## config.mk

```make
export PLATFORM = sky130hd
export DESIGN_NAME = acte_stat_ram
export DESIGN_NICKNAME = d
export VERILOG_FILES = /design/src/acte_pkg.sv /design/src/acte_stat_ram.sv
export SDC_FILE = /design/constraint.sdc
export NUM_CORES = 2
export LEC_CHECK = 0
export BUFFER_PORTS_ARGS = -buffer_cell sky130_fd_sc_hd__buf_2
export CAP_MARGIN = 30
export CORE_UTILIZATION = 61
export CTS_CLUSTER_DIAMETER = 40
export DETAILED_ROUTE_END_ITERATION = 6
export GPL_TIMING_DRIVEN = 0
export PLACE_DENSITY_LB_ADDON = 0.08
export RECOVER_POWER = 100
export SLEW_MARGIN = 15
export SYNTH_ARGS = -nofsm -noshare
export SYNTH_HDL_FRONTEND = slang
export SYNTH_SLANG_ARGS = --single-unit
```

## constraint.sdc

```tcl
create_clock -name clock -period 11.37 [get_ports clock]
set_input_delay 2.8425 -clock clock [delete_from_list [all_inputs] [get_ports clock]]
set_output_delay 2.8425 -clock clock [all_outputs]
set_load 0.1 [all_outputs]
```

## src/acte_pkg.sv

```systemverilog
package acte_pkg;

   localparam int MAX_SAMPLES_DEF = 4096;
   localparam int MAX_LAGS_DEF = 32;

   localparam int SAMPLE_W = 32;
   localparam int LAG_W = 5;
   localparam int STATUS_W = 2;
   localparam int LAGS_W = 6;
   localparam int WF_W = 4;
   localparam int CSR_IDX_W = 1;
   localparam int CSR_DATA_W = 6;

   localparam logic [LAGS_W-1:0] LAGS_RESET = 6'd32;
   localparam logic [WF_W-1:0] WF_RESET = 4'd6;

   localparam logic [CSR_IDX_W-1:0] CSR_LAGS = 1'b0;
   localparam logic [CSR_IDX_W-1:0] CSR_WF = 1'b1;

   localparam logic KIND_CORR = 1'b0;
   localparam logic KIND_TAU = 1'b1;

   localparam logic [STATUS_W-1:0] STATUS_OK = 2'd0;
   localparam logic [STATUS_W-1:0] STATUS_ZERO_VAR = 2'd1;
   localparam logic [STATUS_W-1:0] STATUS_OVERFLOW = 2'd2;

   localparam int DIV_W = 64;
   localparam int FRAC_W = 24;
   localparam int C_W = 42;
   localparam int TAU_W = 40;

   localparam logic signed [SAMPLE_W-1:0] Q_MAX = 32'sh7FFFFFFF;
   localparam logic signed [SAMPLE_W-1:0] Q_MIN = 32'sh80000000;
   localparam logic signed [TAU_W-1:0] TAU_INIT = TAU_W'(32'sd8388608);

   typedef enum logic [3:0] {
      ST_LOAD,
      ST_MEAN,
      ST_LAG_START,
      ST_PASS,
      ST_DIV_M1,
      ST_DIV_M2,
      ST_DIV_P,
      ST_MUL,
      ST_CORR,
      ST_OUT_RD,
      ST_DIV_R,
      ST_DIV_RHO,
      ST_TAU_CHK,
      ST_RSP_SET,
      ST_RSP_WAIT,
      ST_TAU_SET
   } seq_state_type;

   typedef struct packed {
      logic start;
      logic frac;
   } div_req_type;

   typedef struct packed {
      logic busy;
      logic done;
   } div_stat_type;

endpackage

```

## src/acte_stat_ram.sv

```systemverilog
module acte_stat_ram #(
   parameter int DEPTH = acte_pkg::MAX_LAGS_DEF,
   parameter int WIDTH = 64,
   localparam int AW = $clog2(DEPTH)
) (
   input  logic             clock,
   input  logic             we,
   input  logic [AW-1:0]    waddr,
   input  logic [WIDTH-1:0] wdata,
   input  logic             re,
   input  logic [AW-1:0]    raddr,
   output logic [WIDTH-1:0] rdata
);

   logic [WIDTH-1:0] mem [DEPTH];

   always_ff @(posedge clock) begin
      if (we) begin
         mem[waddr] <= wdata;
      end
      if (re) begin
         rdata <= mem[raddr];
      end
   end

endmodule

```

### Yosys cells after proc, flatten, opt, wreduce, memory -nomap -nowiden

Memories as Yosys holds them, arrays and structs flattened. A register that Yosys moved wholly into a read port is not among the register bits.
Index checks and enable logic that the tools add are counted.

| cells by class | value |
|---|---|
| muxes and demuxes | 2 |

Operators with widths:

| cell | count |
|---|---|
| 1-bit 2-to-1 mux | 2 |

| word-level totals | value |
|---|---|
| register bits | 0 |
| memory bits (writable) | 2048 |
| bits of input ports | 77 |
| output and inout port bits | 64 |
| logic and storage cells | 3 |
| memories | 1 |

Memory list:

| memory | words | bits a word | rd ports | clocked after memory_dff | wr ports | RTL line | text |
|---|---|---|---|---|---|---|---|
| mem | 32 | 64 | 1 | 1 | 1 | acte_stat_ram.sv:15 | `logic [WIDTH-1:0] mem [DEPTH];` |

### Logic depth before layout (Yosys ltp)

| depth | value |
|---|---|
| depth after elaboration | 2 |
| mapped depth | 9 |
| gate-level depth less buffers | 4 |

### Worst setup path before layout

No wires, ideal clock.

| path | value |
|---|---|
| kind | input-to-reg |
| start | input port waddr[1] |
| end | memory mem[12][0], enable pin |
| setup time | 0.486 ns |
| arrival | 6.178 ns |
| data required time | 10.884 ns |
| slack | 4.705 ns |
| stages on the path | 3 |
| buffers on the path | 1 |
| path through | or3b_2 > clkbuf_1 > nor2_1 |

RTL lines:

| element | RTL line | text |
|---|---|---|
| from (decl) | acte_stat_ram.sv:8 | `input logic [AW-1:0] waddr,` |
| to (decl) | acte_stat_ram.sv:15 |  |

Straight into the memory's write port.

### Worst setup path in the final report

| path | value |
|---|---|
| start | input port waddr[1] |
| end | memory mem[12][1], enable pin |

Straight into the memory's write port.

==> metrics.md <==
| Metric | Value |
|---|---|
| Status | complete, but fails checks |
| Violated checks | capacitance limit, slew limit |
| Half-perimeter wire length of the detailed placement result | 135,300 um |
| Initial cell density of the core | 61.48% |
| Number of setup violations in the final report | 0 |
| Max clock buf depth | 3 |
| Total power density per cell area | approximately 190 nW/um2 |
| Post-layout net count | 3,706 |
| Number of top-level pins | around 140 |
| Antenna violations before repair | 15 |
| Detailed-route wire length per cell | 38.08 um |
| Gate count of the mapped netlist | 3,097 |
| Area of all placed cells without fillers | 90,850 um2 |
| Total Routing Usage GR | between 30% and 40% |
| Worst path depth | 8 |
| Tcrit/Tclk final | 72.40% |
| Kind of end point of the critical path | register |
| Height of the die | 363.3 um |
| Layout Area Growth over Synthesis | 14.13% |
| Arr. time, crit path | just under 9000 ps |
| Remaining max-slew budget at the tightest pin | -135.1% |
| Largest net degree at the start of global routing | 39 |
| Clock buffers created by TritonCTS | 226 |
| Antenna Nets Post-Route | 0 |
| Count of cells along the worst register-to-register path | 3 |
| Worst vdd rail ir drop | between 0.00015 and 0.0002 V |
| Chip width | 363.3 um |
| Critical path startpoint category | input pin |
| Total Die Area | 132,000 um2 |
| Maximum operating frequency | approximately 120 MHz |
| Post-synth EDFFs | roughly 2,100 |
| Worst-path maximum fanout | 15 |
| Most common cell in the netlist | edfxtp_1 |
| Distinct cells, synth | 30 |
| Leak Pwr | 28.25 nW |
| Length of the first detailed-routing pass in iterations | 5 |
| Highest cell delay on the worst timing path | 1290 ps |
| Cell taking the most area after synthesis | edfxtp_1 |
| Global-route wire length before repair | 294,900 um |
| Placed instance area | approximately 86,000 um2 |
| Startpoint-to-endpoint class of the critical path | input pin to register |
| Top cell type's share of synthesized area | 79.67% |
| Buffering stage count on the worst path with inverters included | 6 |
| Top cells by area, synth | edfxtp_1, mux4_2, mux2_2 |
| Drt initial violations | 6,000 |
| Detailed-route via count | 38,320 |
| Wire length reported by the detailed router | 212,100 um |
| Async set or reset register ratio after synthesis | 0% |
| CTS resizes | 0 |
| Path class of the lowest-slack min-delay path | register to register |
| Hold-fix buffers, CTS | 0 |
| FF+latch count, synth | 2,112 |
| Gr ovfl total | 0 |
| Endpoints failing hold | 0 |
| Sequential cell area fraction in the yosys report | 79.67% |
| Avg Synthesized Cell Area | 25.70 um2 |
| H-Tree Level Count | 4 |
| Reg2Reg Setup Slack | 9260 ps |
| Worst Tran Pin Value | ~3500 ps |
| Worst EP required | 11,800 ps |
| Max Clock Skew | approximately 28 ps |
| # DRC | 0 |
| Worst path top cell family by delay | buffers and inverters |
| Layout cells sized above 1 | 29.45% |
| Unrepaired setup endpoints after global routing | no |
| Routability Congestion | approximately 0.74 |
| Area of the mapped netlist | 79,610 um2 |
| Worst hold path stage count | 3 |
| Main synth FF type | edfxtp_1 |
| Vias in the first global route | 39,340 |
| Core outline area | approximately 130,000 um2 |
| Critical path's slowest cell | nor2_1 |
| Post-CTS setup buffer count | 0 |
| Overall power after layout | 17.06 mW |
| Crit path top cell by count | clkbuf_1 |
| Total of buffers placed on input and output ports | 136 |
| Clk root buf | clkbuf_16 |
| List of most frequent post-synthesis cells | edfxtp_1, mux4_2, mux2_2, buf_2, clkbuf_1 |
| Warnings from Yosys | 0 |
| Final period demand of the worst path | roughly 8200 ps |
| Clock insertion delay at the later pin of the skew report | 840 ps |
| Sum of negative setup slack | 0 ps |
| Net count of the mapped netlist | 3,174 |
| Per-cell via count in the routed design | about 6.9 |
| TritonCTS clock tree | done |
| Num Clock Sinks | 2,112 |
| Number of maximum-capacitance constraint violations | 90 |
| Cell Chain, Critical Path | clkbuf_1, or3b_2, clkbuf_1, clkbuf_1, nor2_1, clkbuf_1, clkbuf_1, clkbuf_1 |
| Count of standard-cell rows | about 130 |
| Number of pins exceeding their max-slew limit in the final report | 1,350 |
| Clk pin slew, worst setup/hold paths | 60 ps |
[power by group]
group | internal [mW] | total, mW | switching, mW
sequential | 8.70 | 8.73 | 0.0306
combinational | 0.321 | 0.961 | 0.641
clock | 4.32 | 7.36 | 3.04
total | 13.3 | 17.1 | 3.71
[final cells by class]
cell class,count,area (um2)
fillers,7629,38630
plain buffers,156,742.0
diodes,5,12.51
flip-flops and latches,2112,63420
inverters,1,3.754
repair buffers,304,1506
multi-input cells,828,15440
well taps,1742,2180
clock inverters,165,1710
clock buffers,258,5839
[worst reg2reg max path, cell delays in order (launching register included)]
cell	delay, ps
edfxtp_1	430
mux4_2	510
mux4_2	500
mux2_1	390
[through the flow]
stage	setup WS (ps)	cells	util, %	hold slack (ps)
2_1_floorplan	4705	3097	-	798.3
3_3_place_gp	-273.9	4975	63.69	847.2
3_5_place_dp	5221	5135	66.51	837.2
4_1_cts	6050	5558	72.34	855.6
5_1_grt	3147	5567	70.16	926.1
6_report	3138	5571	70.17	852.7
[path summary, 6_finish.rpt]
| check | start | end |
|---|---|---|
| worst max-delay path | waddr[1] | mem[12][1] |
| worst min-delay path | mem[5][34] | rdata[34] |
| worst min register to register | mem[5][34] | rdata[34] |
| worst max register to register | mem[8][24] | rdata[24] |
[cells in the final DEF (no fill, tap or decap), drive strengths merged, types with 12 or more instances in the layout]
master / instances
a221oi: 12
buf: 132
bufinv: 27
clkbuf: 586
clkinv: 96
clkinvlp: 16
edfxtp: 2112
inv: 27
mux2: 74
mux2i: 38
mux4: 602
nor2: 41
[flip-flops by register name, summed over array words and instances, names as in the netlist]
signal / cells
mem: 2048
rdata: 64
[metal layers]
layer  track usage [%]  wire length (um)  up-vias  part of all wire (%)
met2             52.67            103000     2671                    49
met1             46.31             77240    20400                    36
li1                  -                 -    14690                     -
met3             6.306             22910      553                    11
met4             12.45              8866       14                   4.2
met5                 0                91        -                 0.043
[cells by family after synthesis]
logic type / after synthesis / synth area share [%]
AO/OA/AOI/OAI: 50 / 0.4621
AND/OR/NAND/NOR: 64 / 0.3757
multiplexers: 714 / 18.56
flip-flops: 2112 / 79.67
buffers and inverters: 157 / 0.9368
(Power assumes the default switching activity.)
