**src/acte_pkg.sv**
```systemverilog
package acte_pkg;

   localparam int MAX_SAMPLES_DEF = 4096;
   localparam int MAX_LAGS_DEF = 32;

   localparam int SAMPLE_W = 32;
   localparam int LAG_W = 5;
   localparam int STATUS_W = 2;
   localparam int LAGS_W = 6;
   localparam int WF_W = 4;
   localparam int CSR_IDX_W = 1;
   localparam int CSR_DATA_W = 6;

   localparam logic [LAGS_W-1:0] LAGS_RESET = 6'd32;
   localparam logic [WF_W-1:0] WF_RESET = 4'd6;

   localparam logic [CSR_IDX_W-1:0] CSR_LAGS = 1'b0;
   localparam logic [CSR_IDX_W-1:0] CSR_WF = 1'b1;

   localparam logic KIND_CORR = 1'b0;
   localparam logic KIND_TAU = 1'b1;

   localparam logic [STATUS_W-1:0] STATUS_OK = 2'd0;
   localparam logic [STATUS_W-1:0] STATUS_ZERO_VAR = 2'd1;
   localparam logic [STATUS_W-1:0] STATUS_OVERFLOW = 2'd2;

   localparam int DIV_W = 64;
   localparam int FRAC_W = 24;
   localparam int C_W = 42;
   localparam int TAU_W = 40;

   localparam logic signed [SAMPLE_W-1:0] Q_MAX = 32'sh7FFFFFFF;
   localparam logic signed [SAMPLE_W-1:0] Q_MIN = 32'sh80000000;
   localparam logic signed [TAU_W-1:0] TAU_INIT = TAU_W'(32'sd8388608);

   typedef enum logic [3:0] {
      ST_LOAD,
      ST_MEAN,
      ST_LAG_START,
      ST_PASS,
      ST_DIV_M1,
      ST_DIV_M2,
      ST_DIV_P,
      ST_MUL,
      ST_CORR,
      ST_OUT_RD,
      ST_DIV_R,
      ST_DIV_RHO,
      ST_TAU_CHK,
      ST_RSP_SET,
      ST_RSP_WAIT,
      ST_TAU_SET
   } seq_state_type;

   typedef struct packed {
      logic start;
      logic frac;
   } div_req_type;

   typedef struct packed {
      logic busy;
      logic done;
   } div_stat_type;

endpackage

```
**src/acte_divider.sv**
```systemverilog
module acte_divider (
   input  logic                                     clock,
   input  logic                                     reset,
   input  acte_pkg::div_req_type                    req,
   input  logic signed [acte_pkg::DIV_W-1:0]        num,
   input  logic [acte_pkg::DIV_W-1:0]               den,
   output acte_pkg::div_stat_type                   stat,
   output logic signed [acte_pkg::DIV_W-1:0]        quo,
   output logic signed [acte_pkg::SAMPLE_W-1:0]     quo_q24
);

   localparam int DW = acte_pkg::DIV_W;
   localparam int FW = acte_pkg::FRAC_W;
   localparam int DVD_W = DW + FW;
   localparam int CNT_W = $clog2(DVD_W + 1);

   logic busy_ff, busy_in;
   logic done_ff, done_in;
   logic [CNT_W-1:0] cnt_ff, cnt_in;
   logic [DVD_W-1:0] dvd_ff, dvd_in;
   logic [DW:0] rem_ff, rem_in;
   logic [DW-1:0] den_ff, den_in;
   logic neg_ff, neg_in;
   logic [DW-1:0] mag;
   logic [DW:0] rem_t;
   logic sat;

   always_comb begin
      busy_in = busy_ff;
      done_in = 1'b0;
      cnt_in = cnt_ff;
      dvd_in = dvd_ff;
      rem_in = rem_ff;
      den_in = den_ff;
      neg_in = neg_ff;
      mag = num[DW-1] ? DW'(-num) : DW'(num);
      rem_t = {rem_ff[DW-1:0], dvd_ff[DVD_W-1]};
      if (req.start) begin
         busy_in = 1'b1;
         cnt_in = CNT_W'(DVD_W);
         dvd_in = req.frac ? {mag, FW'(0)} : {FW'(0), mag};
         rem_in = '0;
         den_in = den;
         neg_in = num[DW-1];
      end else if (busy_ff) begin
         if (rem_t >= {1'b0, den_ff}) begin
            rem_in = rem_t - {1'b0, den_ff};
            dvd_in = {dvd_ff[DVD_W-2:0], 1'b1};
         end else begin
            rem_in = rem_t;
            dvd_in = {dvd_ff[DVD_W-2:0], 1'b0};
         end
         cnt_in = cnt_ff - CNT_W'(1);
         if (cnt_ff == CNT_W'(1)) begin
            busy_in = 1'b0;
            done_in = 1'b1;
         end
      end
   end

   always_ff @(posedge clock) begin
      if (reset) begin
         busy_ff <= 1'b0;
         done_ff <= 1'b0;
         cnt_ff <= '0;
      end else begin
         busy_ff <= busy_in;
         done_ff <= done_in;
         cnt_ff <= cnt_in;
      end
   end

   always_ff @(posedge clock) begin
      dvd_ff <= dvd_in;
      rem_ff <= rem_in;
      den_ff <= den_in;
      neg_ff <= neg_in;
   end

   always_comb begin
      stat.busy = busy_ff;
      stat.done = done_ff;
      quo = neg_ff ? -$signed(dvd_ff[DW-1:0]) : $signed(dvd_ff[DW-1:0]);
      sat = |dvd_ff[DVD_W-1:acte_pkg::SAMPLE_W-1];
      if (sat) begin
         quo_q24 = neg_ff ? acte_pkg::Q_MIN : acte_pkg::Q_MAX;
      end else if (neg_ff) begin
         quo_q24 = -$signed(dvd_ff[acte_pkg::SAMPLE_W-1:0]);
      end else begin
         quo_q24 = $signed(dvd_ff[acte_pkg::SAMPLE_W-1:0]);
      end
   end

endmodule

```
**config.mk**
```make
export PLATFORM = sky130hd
export DESIGN_NAME = acte_divider
export DESIGN_NICKNAME = d
export VERILOG_FILES = /design/src/acte_pkg.sv /design/src/acte_divider.sv
export SDC_FILE = /design/constraint.sdc
export NUM_CORES = 1
export LEC_CHECK = 0
export ABC_AREA = 1
export BUFFER_PORTS_ARGS = -buffer_cell sky130_fd_sc_hd__buf_2
export CAP_MARGIN = 40
export CORE_MARGIN = 2
export CORE_UTILIZATION = 55
export CTS_CLUSTER_SIZE = 28
export DETAILED_ROUTE_END_ITERATION = 12
export PLACE_DENSITY_LB_ADDON = 0.15
export SYNTH_ARGS = -nofsm -noshare
export SYNTH_HDL_FRONTEND = slang
export SYNTH_SLANG_ARGS = --single-unit
```
**constraint.sdc**
```tcl
create_clock -name clock -period 12.6 [get_ports clock]
set_clock_uncertainty 0.2 [all_clocks]
set_input_delay 1.26 -clock clock [delete_from_list [all_inputs] [get_ports clock]]
set_output_delay 1.26 -clock clock [all_outputs]
set_load 0.02 [all_outputs]
```
Word level (Yosys, flattened, before mapping)
Cells that the tools add are included. Widths: inputs -> output; s select.

Mux-type cells: 16. Reduce and logical (&&, ||, !) cells: 4. Bitwise operators: 1. Equal/unequal tests: 1. $lt $le $gt $ge: 1. Add/sub/neg operators: 5.

Operators by type and width (count): $mux 88 (3); $mux 64 (3); $neg 64->64 (2); $mux 32 (3); $ge 65x64->1 (1); $sub 64x64->64 (1); $reduce_or 57->1 (1); $neg 32->32 (1); $mux 7 (2); $eq 7x1->1 const B (1); $sub 7x1->7 const B (1); $mux 1 (5); $reduce_or 3->1 (1); $reduce_bool 2->1 (1); $reduce_or 2->1 (1); $not 1->1 (1).

Input bits: 132. Output and inout port bits: 98. Logic and storage cells: 36. Register bits after elaboration: 226.

Longest topological paths before layout
Depth in word-level cells: 4. Mapped depth: 19. Gate-level depth less buffers: 19.

Worst setup path before layout
OpenSTA, ideal clock, no wires.

Path type: in2reg. Start point: in req[1] in the netlist's numbering. End point: reg dvd_ff[0] (enable). Data required time: 11.912 ns. Library setup time: 0.488 ns. Cell stages on the path: 4. Path buffers: 2. Arrival: 4.372 ns. Setup slack: 7.541 ns. Cell sequence: clkbuf_1 nor2_1 inv_1 clkbuf_1.

Cells in the longest elaborated chain, start to end: 1.

Ends and longest elaborated chain: start: declaration (line acte_divider.sv:4) `input acte_pkg::div_req_type req,`; $reduce_bool 2->1 (no line); end signal: assignment (line acte_divider.sv:74) `dvd_ff <= dvd_in;`; end: declaration (line acte_divider.sv:20) `logic [DVD_W-1:0] dvd_ff, dvd_in;`.

Every way passes these cells. A chain may end at the register's enable or synchronous reset.

Worst setup path after layout
Start point: reg dvd_ff[37]. End point: out quo_q24[31] in the netlist's numbering.

Cells in the longest elaborated chain, start to end: 2.

Ends and longest elaborated chain: $reduce_or 57->1 (line acte_divider.sv:84) `sat = |dvd_ff[DVD_W-1:acte_pkg::SAMPLE_W-1];`; $mux 32 (line acte_divider.sv:85) `if (sat) begin`; end: declaration (line acte_divider.sv:9) `output logic signed [acte_pkg::SAMPLE_W-1:0] quo_q24`.

Every way passes these cells.

==> metrics.cfg <==
[run_status]
status = complete, no violations

[global_routing]
antenna_found_initial = 3
track_usage_pct = 36.6
grt_overflow = 0
grt_pass1_wl_mm = 109
grt_max_degree = 78
grt_pass1_vias = 20700

[routing]
routed_wl_mm = 70.4
drc = 0
drt_first_pass_iters = 6
initialDrtViolationCount = 1927
via_count = 21200
ant_nets = 0
via_per_inst = 5.52
post_drt_wl_per_cell_um = 18.3

[floorplanning]
dieArea_um2 = 38000
die_x_um = 195
die_h_um = 195
core_um2 = 35700
start_util_pct = 56.1
rows = 69
io_pins = 230

[clock_tree]
cts_resized = 0
clk_pin_slew_ns = 0.08
tritoncts = built
numCtsBuffers = 26
numClockSinks = 226
hold_buffers = 0
clockBufferDepth = 3
insertion_delay_ns = 0.56
root_buffer = clkbuf_16
cts-htree-levels = 1
post_cts_buffers = 0

[synthesis]
async_flop_share_pct = 0
synth.distinct_cells = 48
ys_ff_latch = 226
ys_seq_area_share_pct = 30.2
synth_top_area_share_pct = 22.9
syn_avg_cell_area_um2 = 6.32
synth_top_family_by_area = simple AND/OR/NAND/NOR gates
muxShareOfSynthArea_pct = 0
syn_nets = 3369
ys.flop_type = edfxtp_1
synth_area_leaders = edfxtp_1 (23%), nand2_1 (20%), inv_1 (11%)
synth_compound_area_share_pct = 7.13
synth_area_um2 = 20000
yosys.area_share.xor_xnor_pct = 6.16
yosys_warnings = 0
synth-edff-count = 153
synth-simple-area-share_pct = 38.3
yosys.area.top_type = edfxtp_1
postSynthCellCount = 3168
synthAdderAreaFrac_pct = 4.35

[worst_setup_path]
cp-endpoint = quo_q24[31]
startpoint_type = flop
crit_arrival_ns = 3.60
worstPathRequired_ns = 11.14
critPathKind = flop to output port
rr_startpoint = den_ff[2]
crit_fanout = 30
rrSetupSlack_ns = 9.04
rr_endpoint = rem_ff[14]
crit_path_end_kind = output port
crit_start = dvd_ff[37]
worst-r2r-cell-count = 16

[run]
max_cap_viol_count = 0

[timing]
hold_viol = 0
finalSetupViolations = 0
worst_pin_slew_ns = 0.912
maxSlewViolCount = 0
fin_crit_ns = 5.06
slew_headroom_pct = 39.2
finalCritPeriodShare_pct = 40.1
max_freq_ghz = 0.198
rsz0062_at_grt = false
fin_setup_tns_ns = 0

[cells_and_area]
final_util_pct = 62.5
area_growth_syn_to_layout_pct = 11.6
final_area_um2 = 22400
num-nets-final = 3563
final_cells = 3845
drive_gt1_share_pct = 10.9

[placed_design]
dpl-instance-area_um2 = 21500
numPortBuffers = 229
dp.cells = 3794
dp_hpwl_mm = 56.5
finalWeightedCongestion = 1.05

[power_and_ir_drop]
power_mw = 2.22
cellPowerDensity_nw_per_um2 = 99.5
peakVddDrop_uv = 118
p_leak_nw = 11.6

[min_path]
holdCritPathClass = flop to flop

## worst min-delay path by stage
| stage | start | end | slack, ns | cells after the start |
|---|---|---|---|---|
| 2_1_floorplan | rem_ff[19] | rem_ff[19] | 0.24 | 2 |
| 6_report | rem_ff[42] | rem_ff[42] | 0.27 | 2 |
| 3_3_place_gp | rem_ff[46] | rem_ff[46] | 0.26 | 2 |
| 3_5_place_dp | rem_ff[42] | rem_ff[42] | 0.26 | 2 |
| 4_1_cts | rem_ff[46] | rem_ff[46] | 0.27 | 2 |
| 5_1_grt | rem_ff[37] | rem_ff[37] | 0.29 | 2 |
## stage by stage
stage               hold WS (ns)  setup WS (ns)
floorplan                  0.244           7.54
global placement           0.255           8.24
detailed placement         0.260           8.15
CTS                        0.271           7.56
global route               0.288           7.26
finish                     0.269           7.54
## final cells by class
type / count / area, µm²
Sequential cell: 226 / 6060
Inverter: 609 / 2290
Antenna cell: 2 / 5.00
Multi-Input combinational cell: 2253 / 11200
Fill cell: 3395 / 13400
Clock buffer: 32 / 694
Clock inverter: 16 / 185
Tap cell: 461 / 577
Timing Repair Buffer: 246 / 1310
## worst max-delay path, stage by stage (launching register included)
cell and delay, ns:
edfxtp_1 0.41, inv_1 0.16, nand4_1 0.19, nor2_1 0.21, nand2_1 0.12, nor3_1 0.26
nand3_1 0.43, inv_1 0.80, nand3_1 0.13, o21ai_0 0.09, buf_2 0.21
## registers in the layout, summed over array words and instances (netlist names)
signal   cells
rem_ff      64
cnt_ff       7
dvd_ff      88
neg_ff       1
busy_ff      1
den_ff      64
done_ff      1
## kinds of logic (layout without fill, tap and decap cells)
kind of cell             count (synthesis)  count (layout)
AO/OA/AOI/OAI                          249             249
other                                    0               2
buffers and inverters                  689             903
adder cells (fa/ha/maj)                 69              69
XOR/XNOR                               141             141
flip-flops                             226             226
AND/OR/NAND/NOR                       1794            1794
## synthesized netlist by cell type (5+ instances only)
cell type and instances:
o221ai_1 9, nor3_1 37, nor4_1 12, ha_1 68, o21ai_1 32, and2_1 7
buf_1 6, xnor2_1 38, nand2_1 1050, o21bai_1 7, o211ai_1 10, buf_2 11
buf_6 18, inv_2 13, or2_2 6, nand3_2 8, nand2_2 18, nor2_1 286
xor2_1 103, nand4_1 44, edfxtp_1 153, nor2_2 16, and3_1 5, clkbuf_1 40
nor2_4 9, nand3b_1 45, nand3_1 244, a22oi_1 16, dfxtp_1 73, a21oi_1 58
o22ai_1 14, o21ai_0 86, inv_1 594
## where the power goes
| group | internal (mW) | switching (mW) | total (mW) | leakage, nW |
|---|---|---|---|---|
| combinational | 0.157 | 0.378 | 0.535 | 8.98 |
| sequential | 0.859 | 0.0371 | 0.896 | 2.14 |
| clock | 0.473 | 0.319 | 0.792 | 0.428 |
| total | 1.49 | 0.735 | 2.22 | 11.6 |
## layer usage
metal	routed length, µm	up-vias	track usage, %	share of wire, %
met4	4600	2	21.1	6.5
met5	11	-	0	0.016
li1	-	10300	-	-
met3	5560	238	4.34	7.9
met2	33700	1054	64.8	48
met1	26600	9610	42.8	38
## cells in the final DEF, fill, tap and decap left out, types with 44 or more instances in the layout
master | synthesis | final
a21oi_1 | 58 | 58
buf_2 | 11 | 228
dfxtp_1 | 73 | 73
edfxtp_1 | 153 | 153
ha_1 | 68 | 68
inv_1 | 594 | 593
nand2_1 | 1050 | 1050
nand3_1 | 244 | 244
nand3b_1 | 45 | 45
nand4_1 | 44 | 44
nor2_1 | 286 | 283
o21ai_0 | 86 | 86
xor2_1 | 103 | 103
No activity file was read; power rests on OpenSTA's default activity.
